### config.mk
export PLATFORM = sky130hd
export DESIGN_NAME = frame_tick_accumulator_unit
export DESIGN_NICKNAME = d
export VERILOG_FILES = /design/src/design/ftacc_pkg.sv /design/src/design/ftacc_ctrl.sv /design/src/design/ftacc_dp.sv /design/src/design/frame_tick_accumulator_unit.sv
export SDC_FILE = /design/constraint.sdc
export NUM_CORES = 2
export LEC_CHECK = 0
export BUFFER_PORTS_ARGS = -buffer_cell sky130_fd_sc_hd__buf_2
export CAP_MARGIN = 15
export CORE_ASPECT_RATIO = 1.4
export CORE_UTILIZATION = 65
export DETAILED_ROUTE_END_ITERATION = 7
export GPL_TIMING_DRIVEN = 1
export PLACE_DENSITY = 0.79
export REMOVE_ABC_BUFFERS = 1
export SYNTH_ARGS = -nofsm -noshare
export SYNTH_HDL_FRONTEND = slang
export SYNTH_SLANG_ARGS = --single-unit
### constraint.sdc
create_clock -name clk -period 12.5 [get_ports clk]
set_input_delay 2.5 -clock clk [delete_from_list [all_inputs] [get_ports clk]]
set_output_delay 2.5 -clock clk [all_outputs]
set_load 0.02 [all_outputs]
### src/design/ftacc_pkg.sv
`default_nettype none

package ftacc_pkg;

  // Configuration register indexes
  localparam int CFG_IDX_W = 2;
  localparam logic [CFG_IDX_W-1:0] CFG_FREQ = 2'd0;
  localparam logic [CFG_IDX_W-1:0] CFG_MIN  = 2'd1;

  // Register reset values
  localparam logic [31:0] FREQ_RESET = 32'd1000000;
  localparam logic [5:0]  MIN_RESET  = 6'd12;

  // Request action codes
  localparam logic ACTION_START = 1'b0;
  localparam logic ACTION_FRAME = 1'b1;

  localparam logic [5:0] TICKS_MAX = 6'd63;
  localparam logic [3:0] TENTHS    = 4'd10;

  typedef struct packed {
    logic        action;
    logic [63:0] counter_now;
  } item_t;

  typedef struct packed {
    logic [5:0]  ticks_issued;
    logic [31:0] tick_count;
    logic [31:0] tenth_seconds;
    logic [31:0] whole_seconds;
  } result_t;

  // Controller to datapath
  typedef struct packed {
    logic capture;
    logic diff;
    logic start_clear;
    logic zero_ticks;
    logic advance;
    logic clamp_load;
    logic tdiv_load;
    logic div_step;
    logic sum_load;
    logic issue;
    logic sec_mul;
    logic sec_est;
    logic sec_fix;
    logic out_load;
  } cmd_t;

  // Datapath to controller
  typedef struct packed {
    logic is_start;
    logic freq_zero;
    logic clamp;
    logic div_last;
    logic out_free;
  } status_t;

endpackage

`default_nettype wire

### src/design/ftacc_ctrl.sv
`default_nettype none

module ftacc_ctrl (
  input  wire logic               clk,
  input  wire logic               rst,
  input  wire logic               item_valid,
  output logic                    item_ready,
  input  wire ftacc_pkg::status_t stat,
  output ftacc_pkg::cmd_t         cmd
);

  typedef enum logic [9:0] {
    S_IDLE  = 10'b00_0000_0001,
    S_DIFF  = 10'b00_0000_0010,
    S_CHECK = 10'b00_0000_0100,
    S_TDIV  = 10'b00_0000_1000,
    S_SUM   = 10'b00_0001_0000,
    S_ISSUE = 10'b00_0010_0000,
    S_MUL   = 10'b00_0100_0000,
    S_EST   = 10'b00_1000_0000,
    S_FIX   = 10'b01_0000_0000,
    S_FIN   = 10'b10_0000_0000
  } state_t;

  state_t state, state_next;

  assign item_ready = (state == S_IDLE);

  // Sequence one request through the datapath
  always_comb begin
    state_next = state;
    cmd        = '0;
    unique case (state)
      S_IDLE: begin
        if (item_valid) begin
          cmd.capture = 1'b1;
          state_next  = S_DIFF;
        end
      end
      S_DIFF: begin
        cmd.diff   = 1'b1;
        state_next = S_CHECK;
      end
      S_CHECK: begin
        if (stat.is_start) begin
          cmd.start_clear = 1'b1;
          state_next      = S_MUL;
        end else if (stat.freq_zero) begin
          cmd.zero_ticks = 1'b1;
          state_next     = S_MUL;
        end else if (stat.clamp) begin
          cmd.advance    = 1'b1;
          cmd.clamp_load = 1'b1;
          state_next     = S_SUM;
        end else begin
          cmd.advance   = 1'b1;
          cmd.tdiv_load = 1'b1;
          state_next    = S_TDIV;
        end
      end
      S_TDIV: begin
        cmd.div_step = 1'b1;
        if (stat.div_last) state_next = S_SUM;
      end
      S_SUM: begin
        cmd.sum_load = 1'b1;
        state_next   = S_ISSUE;
      end
      S_ISSUE: begin
        cmd.issue  = 1'b1;
        state_next = S_MUL;
      end
      S_MUL: begin
        cmd.sec_mul = 1'b1;
        state_next  = S_EST;
      end
      S_EST: begin
        cmd.sec_est = 1'b1;
        state_next  = S_FIX;
      end
      S_FIX: begin
        cmd.sec_fix = 1'b1;
        state_next  = S_FIN;
      end
      S_FIN: begin
        // Hold until the output register is free
        if (stat.out_free) begin
          cmd.out_load = 1'b1;
          state_next   = S_IDLE;
        end
      end
      default: state_next = S_IDLE;
    endcase
  end

  always_ff @(posedge clk) begin
    if (rst) begin
      state <= S_IDLE;
    end else begin
      state <= state_next;
    end
  end

endmodule

`default_nettype wire

### src/design/ftacc_dp.sv
`default_nettype none

module ftacc_dp #(
  parameter int TICK_HZ   = 136,
  parameter int FRAC_BITS = 16
) (
  input  wire logic                            clk,
  input  wire logic                            rst,
  input  wire logic                            cfg_we,
  input  wire logic [ftacc_pkg::CFG_IDX_W-1:0] cfg_index,
  input  wire logic [31:0]                     cfg_data,
  input  wire ftacc_pkg::item_t                item,
  input  wire logic                            result_ready,
  output logic                                 result_valid,
  output ftacc_pkg::result_t                   result,
  input  wire ftacc_pkg::cmd_t                 cmd,
  output ftacc_pkg::status_t                   stat
);

  localparam int ACC_W = FRAC_BITS + 8;
  localparam int DQ_W  = ACC_W;
  localparam int CNT_W = $clog2(DQ_W + 1);
  localparam int HZ_W  = $clog2(TICK_HZ + 1);
  localparam int PW    = 32 + HZ_W;
  localparam int TW    = ACC_W - 1 - FRAC_BITS;

  localparam logic [ACC_W-1:0] CLAMP_INC = ACC_W'((64'(TICK_HZ) << FRAC_BITS) >> 2);
  localparam logic [ACC_W-1:0] ACC_MAX   = {1'b0, {(ACC_W-1){1'b1}}};
  localparam logic [ACC_W-1:0] ACC_MIN   = {1'b1, {(ACC_W-1){1'b0}}};

  // Reciprocal of TICK_HZ; the quotient estimate is short by at most one
  localparam logic [31:0] RECIP = 32'(64'hFFFF_FFFF / 64'(TICK_HZ));

  logic [31:0]       freq;
  logic [5:0]        min_ticks;
  logic              action_r;
  logic [63:0]       now_r;
  logic [63:0]       last_reading;
  logic [63:0]       elapsed;
  logic [ACC_W-1:0]  frac_acc;
  logic [ACC_W-1:0]  sum;
  logic [31:0]       total_ticks;
  logic [31:0]       whole;
  logic [5:0]        ticks;

  // Restoring divider for the tick increment
  logic [31:0]       dv;
  logic [31:0]       rem;
  logic [DQ_W-1:0]   quo;
  logic [DQ_W-1:0]   sh;
  logic [CNT_W-1:0]  cnt;

  // Seconds by reciprocal multiply and one correction
  logic [63:0]       sec_prod;
  logic [31:0]       sec_q;
  logic [31:0]       sec_r;
  logic [31:0]       q_by_hz;
  logic [HZ_W-1:0]   sec_rem;
  logic [3:0]        tdigit;

  logic [PW-1:0]     prod;
  logic [DQ_W-1:0]   sh_tick;
  logic [32:0]       part;
  logic [33:0]       trial;
  logic              fits;
  logic [31:0]       rem_next;
  logic [HZ_W+3:0]   rm10;
  logic [ACC_W+1:0]  sum_wide;
  logic [ACC_W-1:0]  sum_sat;
  logic [TW-1:0]     t_floor;
  logic [5:0]        t_cap;
  logic [5:0]        t_fin;
  logic [ACC_W:0]    diff;
  logic [ACC_W-1:0]  acc_left;
  logic [31:0]       tenths;

  // Scaled elapsed counts and the dividend bits that feed the tick division
  assign prod    = PW'(elapsed[31:0]) * PW'(TICK_HZ);
  assign sh_tick = {prod[7:0], {FRAC_BITS{1'b0}}};

  // One quotient bit per step
  assign part     = {rem, sh[DQ_W-1]};
  assign trial    = {1'b0, part} - {2'b00, dv};
  assign fits     = !trial[33];
  assign rem_next = fits ? trial[31:0] : part[31:0];

  // Estimated quotient times TICK_HZ, never above the total
  assign q_by_hz = sec_prod[63:32] * 32'(TICK_HZ);

  // Tenths digit from the seconds remainder
  assign rm10 = (HZ_W + 4)'(sec_rem) * (HZ_W + 4)'(ftacc_pkg::TENTHS);
  always_comb begin
    tdigit = '0;
    for (int k = 1; k < int'(ftacc_pkg::TENTHS); k++) begin
      if (rm10 >= (HZ_W + 4)'(k * TICK_HZ)) tdigit = 4'(k);
    end
  end

  // Accumulate and saturate
  assign sum_wide = {{2{frac_acc[ACC_W-1]}}, frac_acc} + {2'b00, quo[ACC_W-1:0]};
  always_comb begin
    if ((sum_wide[ACC_W+1] == sum_wide[ACC_W]) && (sum_wide[ACC_W] == sum_wide[ACC_W-1])) begin
      sum_sat = sum_wide[ACC_W-1:0];
    end else if (sum_wide[ACC_W+1]) begin
      sum_sat = ACC_MIN;
    end else begin
      sum_sat = ACC_MAX;
    end
  end

  // Floor, cap and apply the per-frame minimum
  assign t_floor = sum[ACC_W-1] ? '0 : sum[ACC_W-2:FRAC_BITS];
  assign t_cap   = (t_floor > TW'(ftacc_pkg::TICKS_MAX)) ? ftacc_pkg::TICKS_MAX : t_floor[5:0];
  assign t_fin   = (t_cap < min_ticks) ? min_ticks : t_cap;

  // Take the issued ticks back off; only the low bound can be crossed
  assign diff     = {sum[ACC_W-1], sum} - (ACC_W + 1)'({t_fin, {FRAC_BITS{1'b0}}});
  assign acc_left = (diff[ACC_W] != diff[ACC_W-1]) ? ACC_MIN : diff[ACC_W-1:0];

  assign tenths = {whole[28:0], 3'b000} + {whole[30:0], 1'b0} + 32'(tdigit);

  assign stat.is_start  = (action_r == ftacc_pkg::ACTION_START);
  assign stat.freq_zero = (freq == 32'd0);
  assign stat.clamp     = (|elapsed[63:32]) || ({elapsed[31:0], 2'b00} > {2'b00, freq});
  assign stat.div_last  = (cnt == CNT_W'(1));
  assign stat.out_free  = !result_valid || result_ready;

  // Configuration registers
  always_ff @(posedge clk) begin
    if (rst) begin
      freq      <= ftacc_pkg::FREQ_RESET;
      min_ticks <= ftacc_pkg::MIN_RESET;
    end else if (cfg_we) begin
      if (cfg_index == ftacc_pkg::CFG_FREQ) begin
        freq <= cfg_data;
      end else if (cfg_index == ftacc_pkg::CFG_MIN) begin
        min_ticks <= cfg_data[5:0];
      end
    end
  end

  // Architectural state
  always_ff @(posedge clk) begin
    if (rst) begin
      last_reading <= '0;
      frac_acc     <= '0;
      total_ticks  <= '0;
    end else if (cmd.start_clear) begin
      last_reading <= now_r;
      frac_acc     <= '0;
      total_ticks  <= '0;
    end else begin
      if (cmd.advance) last_reading <= now_r;
      if (cmd.issue) begin
        frac_acc    <= acc_left;
        total_ticks <= total_ticks + 32'(t_fin);
      end
    end
  end

  // Working registers
  always_ff @(posedge clk) begin
    if (cmd.capture) begin
      action_r <= item.action;
      now_r    <= item.counter_now;
    end
    if (cmd.diff) elapsed <= now_r - last_reading;
    if (cmd.sum_load) sum <= sum_sat;
    if (cmd.issue) begin
      ticks <= t_fin;
    end else if (cmd.start_clear || cmd.zero_ticks) begin
      ticks <= '0;
    end
  end

  // Split the total into whole seconds and a remainder
  always_ff @(posedge clk) begin
    if (cmd.sec_mul) sec_prod <= 64'(total_ticks) * 64'(RECIP);
    if (cmd.sec_est) begin
      sec_q <= sec_prod[63:32];
      sec_r <= total_ticks - q_by_hz;
    end
    if (cmd.sec_fix) begin
      if (sec_r >= 32'(TICK_HZ)) begin
        whole   <= sec_q + 32'd1;
        sec_rem <= HZ_W'(sec_r - 32'(TICK_HZ));
      end else begin
        whole   <= sec_q;
        sec_rem <= HZ_W'(sec_r);
      end
    end
  end

  // Divider load and step
  always_ff @(posedge clk) begin
    if (cmd.tdiv_load) begin
      dv  <= freq;
      rem <= 32'(prod >> 8);
      sh  <= sh_tick;
      quo <= '0;
      cnt <= CNT_W'(ACC_W);
    end else if (cmd.clamp_load) begin
      quo <= DQ_W'(CLAMP_INC);
    end else if (cmd.div_step) begin
      rem <= rem_next;
      sh  <= {sh[DQ_W-2:0], 1'b0};
      quo <= {quo[DQ_W-2:0], fits};
      cnt <= cnt - CNT_W'(1);
    end
  end

  // Output register
  always_ff @(posedge clk) begin
    if (rst) begin
      result_valid <= 1'b0;
    end else if (cmd.out_load) begin
      result_valid <= 1'b1;
    end else if (result_ready) begin
      result_valid <= 1'b0;
    end
  end

  always_ff @(posedge clk) begin
    if (cmd.out_load) begin
      result.ticks_issued  <= ticks;
      result.tick_count    <= total_ticks;
      result.tenth_seconds <= tenths;
      result.whole_seconds <= whole;
    end
  end

endmodule

`default_nettype wire

### src/design/frame_tick_accumulator_unit.sv
`default_nettype none

// Channel   Signals                                Moves
// item      item_valid / item_ready / item         action, counter_now
// result    result_valid / result_ready / result   ticks, total, tenths, seconds
// config    cfg_we / cfg_index / cfg_data          counter_frequency, min_frame_ticks
//
// A frame request that needs the division runs the bit-serial divider for the
// tick increment through FRAC_BITS + 8 steps; seconds and tenths then follow
// from a reciprocal multiply, an estimate and one correction. A clamped frame
// skips the division; start and zero-frequency requests skip it as well.
// Reset loads the configuration defaults, clears the accumulator, tick total,
// last reading and result_valid, and puts the controller in its idle state.
// A waiting result holds the block in its last step; a new request is taken,
// one at a time, while an earlier result still waits in the output register.

module frame_tick_accumulator_unit #(
  parameter int TICK_HZ   = 136,
  parameter int FRAC_BITS = 16
) (
  input  wire logic                            clk,
  input  wire logic                            rst,
  input  wire logic                            cfg_we,
  input  wire logic [ftacc_pkg::CFG_IDX_W-1:0] cfg_index,
  input  wire logic [31:0]                     cfg_data,
  input  wire logic                            item_valid,
  output logic                                 item_ready,
  input  wire ftacc_pkg::item_t                item,
  output logic                                 result_valid,
  input  wire logic                            result_ready,
  output ftacc_pkg::result_t                   result
);

  ftacc_pkg::cmd_t    cmd;
  ftacc_pkg::status_t stat;

  ftacc_ctrl u_ctrl (
    .clk        (clk),
    .rst        (rst),
    .item_valid (item_valid),
    .item_ready (item_ready),
    .stat       (stat),
    .cmd        (cmd)
  );

  ftacc_dp #(
    .TICK_HZ   (TICK_HZ),
    .FRAC_BITS (FRAC_BITS)
  ) u_dp (
    .clk          (clk),
    .rst          (rst),
    .cfg_we       (cfg_we),
    .cfg_index    (cfg_index),
    .cfg_data     (cfg_data),
    .item         (item),
    .result_ready (result_ready),
    .result_valid (result_valid),
    .result       (result),
    .cmd          (cmd),
    .stat         (stat)
  );

endmodule

`default_nettype wire
## Word level (Yosys, flattened, before mapping)

Index checks and enable logic that the tools add are counted.

- Bits in registers: 670
- Bits in latches: 0
- RAM bits: 0
- ROM bits: 0
- Input bits: 104
- Output and inout bits: 104
- Logic and storage cells: 155
- Memories: 0

- $add $sub $neg: 11
- $mul: 4
- Divide/modulo/power cells: 0
- Order comparisons: 13
- Equal/unequal tests: 19
- Shift-type cells: 0
- Multiplexer cells: 57
- Bitwise gates (word level): 2
- Reductions and logical operators: 21

Operator list:

| operator | count |
|---|---|
| $mux 24 | 6 |
| $mux 32 | 4 |
| $mux 64 | 2 |
| $pmux 10 s10 | 1 |
| $sub 64x64->64 | 1 |
| $mul 32x25->57 const B | 1 |
| $ge 12x10->1 const B | 4 |
| $mux 22 | 2 |
| $mux 10 | 4 |
| $mul 32x5->37 const B | 1 |
| $mux 4 | 9 |
| $gt 34x32->1 | 1 |
| $sub 33x32->34 | 1 |
| $add 32x4->32 | 1 |
| $add 32x6->32 | 1 |
| $ge 32x8->1 const B | 1 |
| $logic_not 32->1 | 1 |
| $reduce_or 32->1 | 1 |
| $sub 32x32->32 | 1 |
| $add 29x27->30 | 1 |
| $mul 25x5->29 const B | 1 |
| $add 24x25->26 | 1 |
| $add 25x1->26 const B | 1 |
| $mux 25 | 1 |
| 39 further kinds | 79 |

## Depth between registers and ports, before layout

- Word-level depth: 12
- Gate-level depth with buffers: 24
- Gate-level depth less buffers: 24

## Modules after synthesis

From an unflattened synthesis, not the netlist that was laid out.

- Cell total of the unflattened synthesis: 4806
- Area, all modules: 49135.9 sq um

By module, submodules not included:

| module | times used | cells an instance | area each (sq um) | sequential area each (sq um) |
|---|---|---|---|---|
| ftacc_dp | 1 | 4730 | 48418.9 | 16946.3 |
| ftacc_ctrl | 1 | 76 | 716.9 | 200.2 |

## Least setup slack after synthesis

Ideal clock, no wire load.

- Kind: input-to-reg
- Start point: in result_ready
- End point: reg, netlist name u_dp.result[0]
- Setup time: 560 ps
- Arrival time: 6831 ps
- Data required time: 11940 ps
- Slack: 5108 ps
- Stages: 2
- Path buffers: 0
- Cells stage by stage: nand2b_1 > nor2b_1

RTL lines:

| element | line | text |
|---|---|---|
| start: declaration | frame_tick_accumulator_unit.sv:30 | `input wire logic result_ready,` |

## Worst setup path after layout

- Start point: reg u_dp.total_ticks[3]
- End point: reg u_dp.sec_prod[53] (data pin)

- Cells in the longest elaborated chain, start to end: 1

RTL lines:

| element | line | text |
|---|---|---|
| start: declaration | ftacc_dp.sv:42 | `logic [31:0] total_ticks;` |
| start signal: assignment | ftacc_dp.sv:156 | `total_ticks <= total_ticks + 32'(t_fin);` |
| $mul 32x25->57 | ftacc_dp.sv:178 | `if (cmd.sec_mul) sec_prod <= 64'(total_ticks) * 64'(RECIP);` |
| end signal: assignment | ftacc_dp.sv:178 |  |
| end: declaration | ftacc_dp.sv:54 | `logic [63:0] sec_prod;` |

Every way passes these cells.
A chain may end at the register's enable or synchronous reset.

==> results_dict.tcl <==
set metrics [dict create \
    status "finished, violations left" \
    violations "DRC" \
    synth_flop_cell "edfxtp_1" \
    synthCells 4880 \
    timing.final.crit_share_pct 64.0 \
    maxSlewViolCount 0 \
    fp.dieH_um 326 \
    worst-path-buf-inv 4 \
    fmax_mhz 125 \
    grt_util_all_layers_pct 30.8 \
    clkPwrFrac_pct 41.9 \
    antenna_found_initial 1 \
    dr.pass1.iters 8 \
    arrival_ps 8360 \
    post-cts-setup-buffer-count 0 \
    start_util_pct 65.9 \
    grt_pass1_wl_um 185000 \
    final_common_cell "inv_1" \
    fin_crit_ps 8000 \
    nets 6093 \
    yosys_register_bits 637 \
    clockRootBuffer "clkbuf_16" \
    finalHoldViolCount 0 \
    netSwitchingFraction_pct 24.8 \
    grt_max_degree 66 \
    path_class "flop to flop" \
    cpMaxStageDelayCell "o41ai_1" \
    yosysWarnings 0 \
    hp-class "flop to flop" \
    clock_skew_ps 29.1 \
    fp.dieW_um 234 \
    netSwitchingPower_mw 1.27 \
    path_max_fanout 11 \
    cts_tree "built" \
    ir_drop_v 0.000140 \
    synth.distinct_cells 82 \
    seq_area_um2 17100 \
    gr-total-overflow 0 \
    multi_input_area_um2 28800 \
    dp.final_hpwl_um 89700 \
    clkTransAtPathRegs_ps 70 \
    p_int_mw 3.86 \
    tightest_slew_ps 1160 \
    design.die.area_um2 76300 \
    fillers 5526 \
    vias 36000 \
    start_kind "flop" \
    slowest_delay_ps 920 \
    p_comb_share_pct 11.9 \
    cp_cell_sequence "fa_1 > inv_1 > fa_1 > inv_1 > fa_1 > inv_1 > fa_1 > fa_1 > fa_1 > fa_1 > inv_1 > ha_1 > nand3_1 > nor3_1 > o21ai_0 > o41ai_1 > o211ai_1 > a31oi_1 > a31oi_1 > nor2b_1 > nor2_1 > xnor2_1" \
    post_cts_resize_count 0 \
    tns_ps 0 \
    setup_viol 0 \
    clk_latency_ps 630 \
    syn_area_per_cell_um2 10.0 \
    grt_pass1_vias 36600 \
    ios 208 \
    drive_gt1_share_pct 7.73 \
    async_reset_ff_share_pct 0 \
    p_per_area_nw_per_um2 96.3 \
    rows 118 \
    synth_edf_count 439 \
    diodes 0 \
    routed_via_density 5.91 \
    cp-end-kind "flop" \
    cts_buffers 66 \
    cts_sinks 637 \
    slew_headroom_pct 22.4 \
    drtAntennaViolNets 0 \
    cts_buffer_depth 3 \
    rsz0062_at_grt "no" \
    pwr-share-seq_pct 46.3 \
    gp_congestion 0.947 \
    p_leak_nw 24.0 \
    drv_cap 0 \
    htree_num_levels 3 \
    p_total_mw 5.13 \
    path_delay_family "adder cells" \
    postCtsHoldBufs 0 \
    crit_top_cell "fa_1" \
    crit_required_ps 12860 \
    coreArea_um2 74100 \
    wl_per_cell_um 18.9 \
    syn-cell-area_um2 48900 \
    layout_common_cells "681 x inv_1, 630 x ha_1, 439 x edfxtp_1" \
    ys_seq_area_share_pct 35.1 \
    routed_wl_um 115000 \
    port_buffers 200 \
    drc_errors 22 \
    syn2layout_area_growth_pct 8.99 \
    drt-initial-drc-count 2206 \
]
[path summary, 6_finish.rpt]
kind	start	end	slack [ps]	depth (start not counted)
setup / recovery	u_dp.total_ticks[3]	u_dp.sec_prod[53]	4500	22
setup reg to reg	u_dp.total_ticks[3]	u_dp.sec_prod[53]	4500	22
hold reg to reg	u_dp.ticks[3]	u_dp.result[99]	420	0
hold / removal	u_dp.ticks[3]	u_dp.result[99]	420	0
[metal layers]
metal / global-route usage (%) / up-vias / wire length (um) / share of wire, %
met5: 0 / - / 0 / 0
met3: 4.03 / 295 / 5970 / 5.2
li1: - / 17300 / - / -
met1: 36.9 / 17400 / 45400 / 39
met2: 53.6 / 1028 / 57600 / 50
met4: 15.7 / 0 / 6030 / 5.2
[worst register-to-register path: cells and delay by family, from the launching register on]
kind,cells,cell delay [ps]
AOI/OAI and AO/OA,5,2020
xor gates and xnor gates,1,120
adders and majority gates,8,4090
buffers and inverters,4,240
DFF,1,520
and+or+nand+nor,4,760
[cells in the mapped netlist, drive strengths merged, types with 104 or more instances]
library cell / count / share of area, %
xnor2: 209 / 3.7
a21oi: 381 / 3.9
fa: 287 / 12
edfxtp: 439 / 27
nor2: 262 / 2.0
inv: 682 / 5.2
o21ai: 161 / 1.6
ha: 630 / 16
a21o: 144 / 2.2
nand2: 428 / 3.3
nand3: 104 / 1.1
dfxtp: 198 / 8.1
xor2: 104 / 1.9
[registers in the layout, indices dropped and copies added, names as in the netlist]
name / cells
u_dp.result_valid: 1
u_dp.action_r: 1
u_dp.rem: 32
u_dp.quo: 24
u_dp.sec_r: 32
u_dp.dv: 32
u_dp.sec_rem: 8
u_dp.elapsed: 64
u_dp.cnt: 5
u_dp.freq: 32
u_ctrl.state: 10
u_dp.ticks: 6
u_dp.whole: 26
u_dp.last_reading: 64
u_dp.sec_prod: 25
u_dp.min_ticks: 6
u_dp.sec_q: 25
u_dp.result: 95
u_dp.frac_acc: 24
u_dp.sum: 24
u_dp.now_r: 64
u_dp.total_ticks: 32
u_dp.sh: 5
[logic make-up after synthesis]
group / after synthesis / share of synthesized area [%]
AOI/OAI and AO/OA: 992 / 12.8
xor gates and xnor gates: 313 / 5.61
adders and majority gates: 917 / 27.9
buffers and inverters: 794 / 6.24
DFF: 637 / 35.1
muxes: 45 / 0.932
other: 1 / 0.00767
and+or+nand+nor: 1181 / 11.4
[area by class of cell]
class                           instances  area share, %
Multi-Input combinational cell       3456           54.0
Sequential cell                       637           32.2
Inverter                              682           4.81
Clock buffer                           81           3.42
Timing Repair Buffer                  229           2.29
Tap cell                              960           2.26
Clock inverter                         39           1.03
[through the flow]
step                      std cells  area, um2  utilization, %  hold slack, ps  worst slack, ps
after floorplan                4775      48400               -             400             5110
after global placement         5964      50900            68.7             404             4750
after detailed placement       5964      50900            68.7             407             4670
after CTS                      6084      53300            71.9             420             4630
after global routing           6084      53300            71.9             420             4210
final                          6084      53300            71.9             421             4500
[power groups by stage]
stage | clock, mW | sequential [mW] | combinational, mW
after floorplan | 0 | 2.40 | 0.440
after global placement | 0 | 2.42 | 0.585
after detailed placement | 0 | 2.42 | 0.599
after CTS | 2.17 | 2.37 | 0.604
after global routing | 2.25 | 2.38 | 0.674
final | 2.15 | 2.37 | 0.609
Power figures use the tool's default switching activity.
